===== config.mk =====
export PLATFORM = sky130hd
export DESIGN_NAME = three_byte_time_alarm_frame_parser
export DESIGN_NICKNAME = d
export VERILOG_FILES = /design/src/hw/rtl/tbtap_pkg.sv /design/src/hw/rtl/tbtap_in_reg.sv /design/src/hw/rtl/tbtap_core.sv /design/src/hw/rtl/three_byte_time_alarm_frame_parser.sv
export SDC_FILE = /design/constraint.sdc
export NUM_CORES = 1
export LEC_CHECK = 0
export BUFFER_PORTS_ARGS = -buffer_cell sky130_fd_sc_hd__buf_2
export CORE_MARGIN = 2
export CORE_UTILIZATION = 59
export DETAILED_ROUTE_END_ITERATION = 16
export GPL_TIMING_DRIVEN = 0
export PLACE_DENSITY = 0.81
export SKIP_CTS_REPAIR_TIMING = 1
export SYNTH_ARGS = -nofsm -noshare
export SYNTH_HDL_FRONTEND = slang
export SYNTH_SLANG_ARGS = --single-unit

===== constraint.sdc =====
create_clock -name clk -period 6.15 [get_ports clk]
set_input_delay 0.3075 -clock clk [delete_from_list [all_inputs] [get_ports clk]]
set_output_delay 0.3075 -clock clk [all_outputs]
set_load 0.02 [all_outputs]

===== src/hw/rtl/tbtap_pkg.sv =====
package tbtap_pkg;

	localparam logic [15:0] TIMEOUT_RESET = 16'd500;
	localparam logic [7:0]  ALARM_BASE    = 8'd24;
	localparam logic [7:0]  ALARM_LAST    = 8'd26;
	localparam logic [7:0]  HOUR_MAX      = 8'd23;
	localparam logic [7:0]  MINSEC_MAX    = 8'd59;
	localparam logic [7:0]  ART_HOUR      = 8'd13;
	localparam logic [7:0]  ART_MINUTE    = 8'd10;

	typedef enum logic [2:0] {
		KIND_PARTIAL  = 3'd0,
		KIND_TIME     = 3'd1,
		KIND_ALARM    = 3'd2,
		KIND_INVALID  = 3'd3,
		KIND_FILTERED = 3'd4
	} frame_kind_t;

	typedef enum logic [1:0] {
		POS_FIRST  = 2'd0,
		POS_SECOND = 2'd1,
		POS_THIRD  = 2'd2,
		POS_UNUSED = 2'd3
	} frame_pos_t;

	typedef struct packed {
		logic        done;
		frame_kind_t kind;
		logic        dropped;
		logic [1:0]  slot;
		logic [4:0]  hour;
		logic [5:0]  minute;
		logic [5:0]  second;
	} result_t;

endpackage


===== src/hw/rtl/tbtap_in_reg.sv =====
module tbtap_in_reg
	import tbtap_pkg::*;
(
	input  logic        clk,
	input  logic        arst_n,
	input  logic        in_valid,
	output logic        in_ready,
	input  logic [7:0]  rx_byte,
	input  logic [31:0] arrival_tick,
	input  logic        advance,
	output logic        valid_s1,
	output logic [7:0]  byte_s1,
	output logic [31:0] tick_s1
);

	logic accept;

	// take a new beat when empty or when the held beat moves on this cycle
	assign in_ready = !valid_s1 || advance;
	assign accept   = in_valid && in_ready;

	always_ff @(posedge clk or negedge arst_n) begin
		if (!arst_n) begin
			valid_s1 <= 1'b0;
		end else if (accept) begin
			valid_s1 <= 1'b1;
		end else if (advance) begin
			valid_s1 <= 1'b0;
		end
	end

	always_ff @(posedge clk) begin
		if (accept) begin
			byte_s1 <= rx_byte;
			tick_s1 <= arrival_tick;
		end
	end

endmodule


===== src/hw/rtl/tbtap_core.sv =====
module tbtap_core
	import tbtap_pkg::*;
(
	input  logic        clk,
	input  logic        arst_n,
	input  logic        cfg_wr_en,
	input  logic [15:0] cfg_wr_data,
	input  logic        advance,
	input  logic [7:0]  byte_s1,
	input  logic [31:0] tick_s1,
	output result_t     res
);

	logic [15:0] timeout_q;
	frame_pos_t  pos_q;
	logic [7:0]  first_q;
	logic [7:0]  second_q;
	logic [31:0] last_tick_q;

	logic [31:0] gap;
	logic        drop;
	frame_pos_t  pos_eff;
	frame_pos_t  pos_nxt;

	assign gap  = tick_s1 - last_tick_q;
	assign drop = (gap > {16'd0, timeout_q}) && (pos_q != POS_FIRST);

	always_comb begin
		pos_eff = drop ? POS_FIRST : pos_q;
		pos_nxt = POS_FIRST;
		res     = '0;
		res.kind    = KIND_PARTIAL;
		res.dropped = drop;
		case (pos_eff)
			POS_FIRST: begin
				pos_nxt = POS_SECOND;
			end
			POS_SECOND: begin
				pos_nxt = POS_THIRD;
			end
			POS_THIRD: begin
				pos_nxt  = POS_FIRST;
				res.done = 1'b1;
				if (first_q >= ALARM_BASE) begin
					if (first_q inside {[ALARM_BASE:ALARM_LAST]} && second_q <= HOUR_MAX
							&& byte_s1 <= MINSEC_MAX) begin
						res.kind   = KIND_ALARM;
						res.slot   = 2'(first_q - ALARM_BASE);
						res.hour   = second_q[4:0];
						res.minute = byte_s1[5:0];
					end else begin
						res.kind = KIND_INVALID;
					end
				end else if (second_q <= MINSEC_MAX && byte_s1 <= MINSEC_MAX) begin
					if (first_q == ART_HOUR && second_q == ART_MINUTE) begin
						res.kind = KIND_FILTERED;
					end else begin
						res.kind   = KIND_TIME;
						res.hour   = first_q[4:0];
						res.minute = second_q[5:0];
						res.second = byte_s1[5:0];
					end
				end else begin
					res.kind = KIND_INVALID;
				end
			end
			default: begin
				// unreachable position: drop the byte and restart
				pos_nxt = POS_FIRST;
			end
		endcase
	end

	always_ff @(posedge clk or negedge arst_n) begin
		if (!arst_n) begin
			timeout_q <= TIMEOUT_RESET;
		end else if (cfg_wr_en) begin
			timeout_q <= cfg_wr_data;
		end
	end

	always_ff @(posedge clk or negedge arst_n) begin
		if (!arst_n) begin
			pos_q       <= POS_FIRST;
			first_q     <= 8'd0;
			second_q    <= 8'd0;
			last_tick_q <= 32'd0;
		end else if (advance) begin
			pos_q       <= pos_nxt;
			last_tick_q <= tick_s1;
			if (pos_eff == POS_FIRST) begin
				first_q <= byte_s1;
			end
			if (pos_eff == POS_SECOND) begin
				second_q <= byte_s1;
			end
		end
	end

endmodule


===== src/hw/rtl/three_byte_time_alarm_frame_parser.sv =====
// A beat passes through the input register, then the result register, before its status
// beat shows on the outputs.
// Throughput: one byte per cycle while out_ready is high; frame position and held bytes
// update as each byte moves between the registers; a beat only waits on the one before it.
// Reset (arst_n low, asynchronous): both registers empty, frame position 0, held bytes and
// last tick 0, timeout register 500.
module three_byte_time_alarm_frame_parser
	import tbtap_pkg::*;
(
	input  logic        clk,
	input  logic        arst_n,
	// configuration: timeout in ticks; write only while the block is idle (not enforced here)
	input  logic        cfg_wr_en,
	input  logic [15:0] cfg_wr_data,
	// byte input channel
	input  logic        in_valid,
	output logic        in_ready,
	input  logic [7:0]  rx_byte,
	input  logic [31:0] arrival_tick,
	// status output channel, one beat per input byte
	output logic        out_valid,
	input  logic        out_ready,
	output logic        frame_done,
	output logic [2:0]  frame_kind,
	output logic        partial_dropped,
	output logic [1:0]  alarm_slot,
	output logic [4:0]  hour_value,
	output logic [5:0]  minute_value,
	output logic [5:0]  second_value
);

	logic        valid_s1;
	logic [7:0]  byte_s1;
	logic [31:0] tick_s1;
	logic        advance;
	result_t     res;
	result_t     res_s2;

	// Move the held byte into the result register when the result slot is free or
	// is being drained this same cycle. The frame state advances with it, so the
	// timeout check and the frame decode both see the byte exactly once.
	assign advance = valid_s1 && (!out_valid || out_ready);

	tbtap_in_reg u_in_reg (
		.clk         (clk),
		.arst_n      (arst_n),
		.in_valid    (in_valid),
		.in_ready    (in_ready),
		.rx_byte     (rx_byte),
		.arrival_tick(arrival_tick),
		.advance     (advance),
		.valid_s1    (valid_s1),
		.byte_s1     (byte_s1),
		.tick_s1     (tick_s1)
	);

	// Frame state, timeout register and decode of the completed frame.
	tbtap_core u_core (
		.clk        (clk),
		.arst_n     (arst_n),
		.cfg_wr_en  (cfg_wr_en),
		.cfg_wr_data(cfg_wr_data),
		.advance    (advance),
		.byte_s1    (byte_s1),
		.tick_s1    (tick_s1),
		.res        (res)
	);

	// Result register: hold the status beat until the consumer takes it.
	always_ff @(posedge clk or negedge arst_n) begin
		if (!arst_n) begin
			out_valid <= 1'b0;
		end else if (advance) begin
			out_valid <= 1'b1;
		end else if (out_ready) begin
			out_valid <= 1'b0;
		end
	end

	always_ff @(posedge clk) begin
		if (advance) begin
			res_s2 <= res;
		end
	end

	assign frame_done      = res_s2.done;
	assign frame_kind      = res_s2.kind;
	assign partial_dropped = res_s2.dropped;
	assign alarm_slot      = res_s2.slot;
	assign hour_value      = res_s2.hour;
	assign minute_value    = res_s2.minute;
	assign second_value    = res_s2.second;

	// A completed frame never reports the partial kind, and a partial never reports done.
	a_done_kind: assert property (@(posedge clk) disable iff (!arst_n)
		out_valid |-> (frame_done == (frame_kind != KIND_PARTIAL)))
		else $error("frame_done disagrees with frame_kind");

	// A drop restarts the frame with this byte, so it cannot also complete one.
	a_drop_not_done: assert property (@(posedge clk) disable iff (!arst_n)
		(out_valid && partial_dropped) |-> !frame_done)
		else $error("dropped partial frame reported as complete");

	// Seconds only travel with an accepted time sync.
	a_second_zero: assert property (@(posedge clk) disable iff (!arst_n)
		(out_valid && frame_kind != KIND_TIME) |-> (second_value == 6'd0))
		else $error("second_value set outside a time sync");

	// Alarm slot is zero unless an alarm was accepted.
	a_slot_zero: assert property (@(posedge clk) disable iff (!arst_n)
		(out_valid && frame_kind != KIND_ALARM) |-> (alarm_slot == 2'd0))
		else $error("alarm_slot set outside an alarm frame");

endmodule

==> results.sh <==
export IMPL_drv_cap=0
export IMPL_diodes=0
export IMPL_synth_seq_cells=132
export IMPL_fin_area_um2=8540
export IMPL_synth_cells=730
export IMPL_maxSlewViolCount=0
export IMPL_layout_nets=946
export IMPL_ir_worst_vdd_mv=0.318
export IMPL_synthTopCellsByCount="nand2_1 (99), o21ai_0 (69), edfxtp_1 (64)"
export IMPL_clockBufferDepth=2
export IMPL_track_usage_pct=26.2
export IMPL_ff2ff_setup_slack_ns=0.99
export IMPL_synth_flop_cell="edfxtp_1"
export IMPL_io_pins=87
export IMPL_num_fill_cells=913
export IMPL_drt_iter0_drc=436
export IMPL_die_h_um=115
export IMPL_totalWireLength_mm=16.4
export IMPL_numPortBuffers=86
export IMPL_pre_cts_slack_ns=1.02
export IMPL_numCtsBuffers=17
export IMPL_cts_tree="yes"
export IMPL_worstSetupPathType="flop to flop"
export IMPL_path_clk_slew_ns=0.06
export IMPL_worst_path_max_fanout=9
export IMPL_htree_levels=4
export IMPL_grt_overflow=0
export IMPL_setup_ws_ns=0.986
export IMPL_min_period_over_period_pct=84.0
export IMPL_seqCellArea_um2=3630
export IMPL_syn_nets=839
export IMPL_die_w_um=115
export IMPL_synth_largest_area_cell="edfxtp_1"
export IMPL_grt_pass1_vias=5722
export IMPL_crit_start="u_in_reg.tick_s1[0]$_DFFE_PP_"
export IMPL_antenna_found_initial=0
export IMPL_grt_max_degree=69
export IMPL_initial_core_util_pct=60.4
export IMPL_vias=5781
export IMPL_slew_headroom_pct=39.8
export IMPL_worstSetupStartpointType="flop"
export IMPL_worstPathRequired_ns=6.46
export IMPL_dr_pass1_iters=5
export IMPL_drive_gt1_share_pct=18.9
export IMPL_cts_root_buf="clkbuf_16"
export IMPL_fmax_mhz=194
export IMPL_cts_sinks=132
export IMPL_hold_path_class="input pin to asynchronous set/reset pin"
export IMPL_synth_enable_flop_cells=64
export IMPL_p_leak_nw=3.68
export IMPL_grt_pass1_wl_mm=26.9
export IMPL_setup_viol=0
export IMPL_end_kind="flop"
export IMPL_syn_avg_cell_area_um2=9.94
export IMPL_die_area_um2=13200
export IMPL_wl_per_cell_um=16.4
export IMPL_final_antenna_net_count=0
export IMPL_synth_most_common_cell="nand2_1"
export IMPL_min_period_ns=5.16
export IMPL_placed_area_um2=7900
export IMPL_hold_violations=0
export IMPL_hpwl_mm=12.1
export IMPL_powerDensity_nw_per_um2=343
export IMPL_syn_area_um2=7260
export IMPL_core_um2=12000
export IMPL_skew_ns=0.00895
export IMPL_tightestPinTransition_ns=0.903
export IMPL_tns_ns=0
export IMPL_route_detailed_drc=0
export IMPL_row_count=40
export IMPL_yosysSeqAreaShare_pct=50.0
export IMPL_outcome="finished, final reports clean"
export IMPL_p_total_w=0.00293
export IMPL_arrival_ns=5.48
export IMPL_reg2reg_from="u_in_reg.tick_s1[0]$_DFFE_PP_"
export IMPL_clock_insertion_delay_worst_skew_ns=0.43
export IMPL_place_congestion=0.942
export IMPL_yosys_area_top_type_share_pct=26.5
export IMPL_multiInputGateArea_um2=3290
export IMPL_vias_per_cell=5.80
export IMPL_synth_area_leaders="edfxtp_1 (26%), dfrtp_1 (21%), ha_1 (8.1%)"
export IMPL_ys_types=64
export IMPL_grt_setup_unrepaired="no"
export IMPL_ys_async_sr_fraction_pct=51.5
export IMPL_syn_to_final_growth_pct=17.6
export IMPL_ys_warn_count=0
==> sequential cells by signal, indices dropped and copies added, names as in the netlist, 6 cells and up <==
signal and cells:
u_core.last_tick_q 32, u_core.first_q 8, minute_value 6, second_value 6, u_core.timeout_q 16, u_core.second_q 8
u_in_reg.tick_s1 32, u_in_reg.byte_s1 8
==> layer usage <==
layer  GRT usage [%]  wire length, um
met5               0                0
met2            43.7             8150
met1            33.8             7100
met3            5.96              811
met4            9.32              300
==> layout make-up <==
| cell class | instances | area share, % |
|---|---|---|
| Sequential cell | 132 | 42.5 |
| Multi-Input combinational cell | 511 | 38.6 |
| Timing Repair Buffer | 88 | 5.36 |
| Clock buffer | 20 | 5.35 |
| Inverter | 60 | 2.64 |
| Tap cell | 147 | 2.15 |
| Clock inverter | 12 | 2.07 |
| Buffer | 27 | 1.33 |
==> power breakdown <==
group	internal (W)	leakage, nW	total (W)	switching (W)
clock network	0.000699	0.306	0.00107	0.000376
logic	0.000308	1.93	0.000796	0.000488
registers	0.00102	1.45	0.00106	0.0000402
==> through the flow <==
| step | instances | hold WS (ns) | utilization (%) |
|---|---|---|---|
| final | 997 | 0.00568 | 71.1 |
| after CTS | 997 | 0.0387 | 71.1 |
| after floorplan | 730 | 0.0119 | - |
| after detailed placement | 965 | 0.477 | 65.8 |
| after global routing | 997 | 0.0386 | 71.1 |
| after global placement | 963 | 0.467 | 65.5 |
==> cells by family (layout without fill, tap and decap cells) <==
| kind of cell | count (synthesis) | in the layout | share of synthesized area, % |
|---|---|---|---|
| xor gates and xnor gates | 21 | 21 | 2.53 |
| adders and majority gates | 48 | 48 | 8.38 |
| DFF | 132 | 132 | 50.0 |
| and+or+nand+nor | 230 | 230 | 15.1 |
| buffers and inverters | 87 | 207 | 4.65 |
| AOI/OAI and AO/OA | 193 | 193 | 16.4 |
| muxes | 19 | 19 | 2.91 |
==> path summary, 6_finish.rpt <==
check                                                           to  cells after the start
max in group asynchronous            u_core.first_q[7]$_DFFE_PN0P_                      1
worst min register to register   u_core.last_tick_q[6]$_DFFE_PN0P_                      2
worst max register to register      u_core.second_q[1]$_DFFE_PN0P_                     19
worst max-delay path                u_core.second_q[1]$_DFFE_PN0P_                     19
worst min-delay path            u_core.last_tick_q[11]$_DFFE_PN0P_                      1
min in group clk                     u_in_reg.tick_s1[9]$_DFFE_PP_                      1
==> critical path, stage by stage, from the launching register on <==
cell and delay (ns):
edfxtp_1 0.32, inv_1 0.06, ha_1 0.22, fa_1 0.41, nor2b_1 0.18, o2111ai_1 0.15, nand2_1 0.21, a21o_1 0.15
a21oi_1 0.10, o21a_1 0.22, xnor2_1 0.14, ha_1 0.32, nand4_1 0.14, nor3_1 0.25, a22oi_1 0.15, or4_1 0.55
nor4_2 0.24, nand4_1 0.20, nor4_4 0.61, mux2_2 0.42
==> cell usage in the layout (no fill, tap or decap), types with 5 or more instances in the layout <==
cell type | synthesis | routed
nand2b_1 | 6 | 6
inv_1 | 59 | 59
buf_2 | 9 | 95
mux2_2 | 15 | 15
nand4_1 | 17 | 17
a21oi_1 | 48 | 48
ha_1 | 47 | 47
clkbuf_1 | 16 | 16
or3_1 | 5 | 5
dfrtp_1 | 62 | 62
o21a_1 | 11 | 11
clkbuf_16 | 0 | 17
edfxtp_1 | 64 | 64
dfstp_2 | 6 | 6
nand3_1 | 9 | 9
nand2_1 | 99 | 99
nor3_1 | 12 | 12
o211ai_1 | 6 | 6
nor2b_1 | 7 | 7
o21ai_0 | 69 | 69
nor2_1 | 51 | 51
a31oi_1 | 5 | 5
xnor2_1 | 15 | 15
a22oi_1 | 12 | 12
a21o_1 | 15 | 15
xor2_1 | 6 | 6
Note: power is estimated with default switching activity, not from simulation.
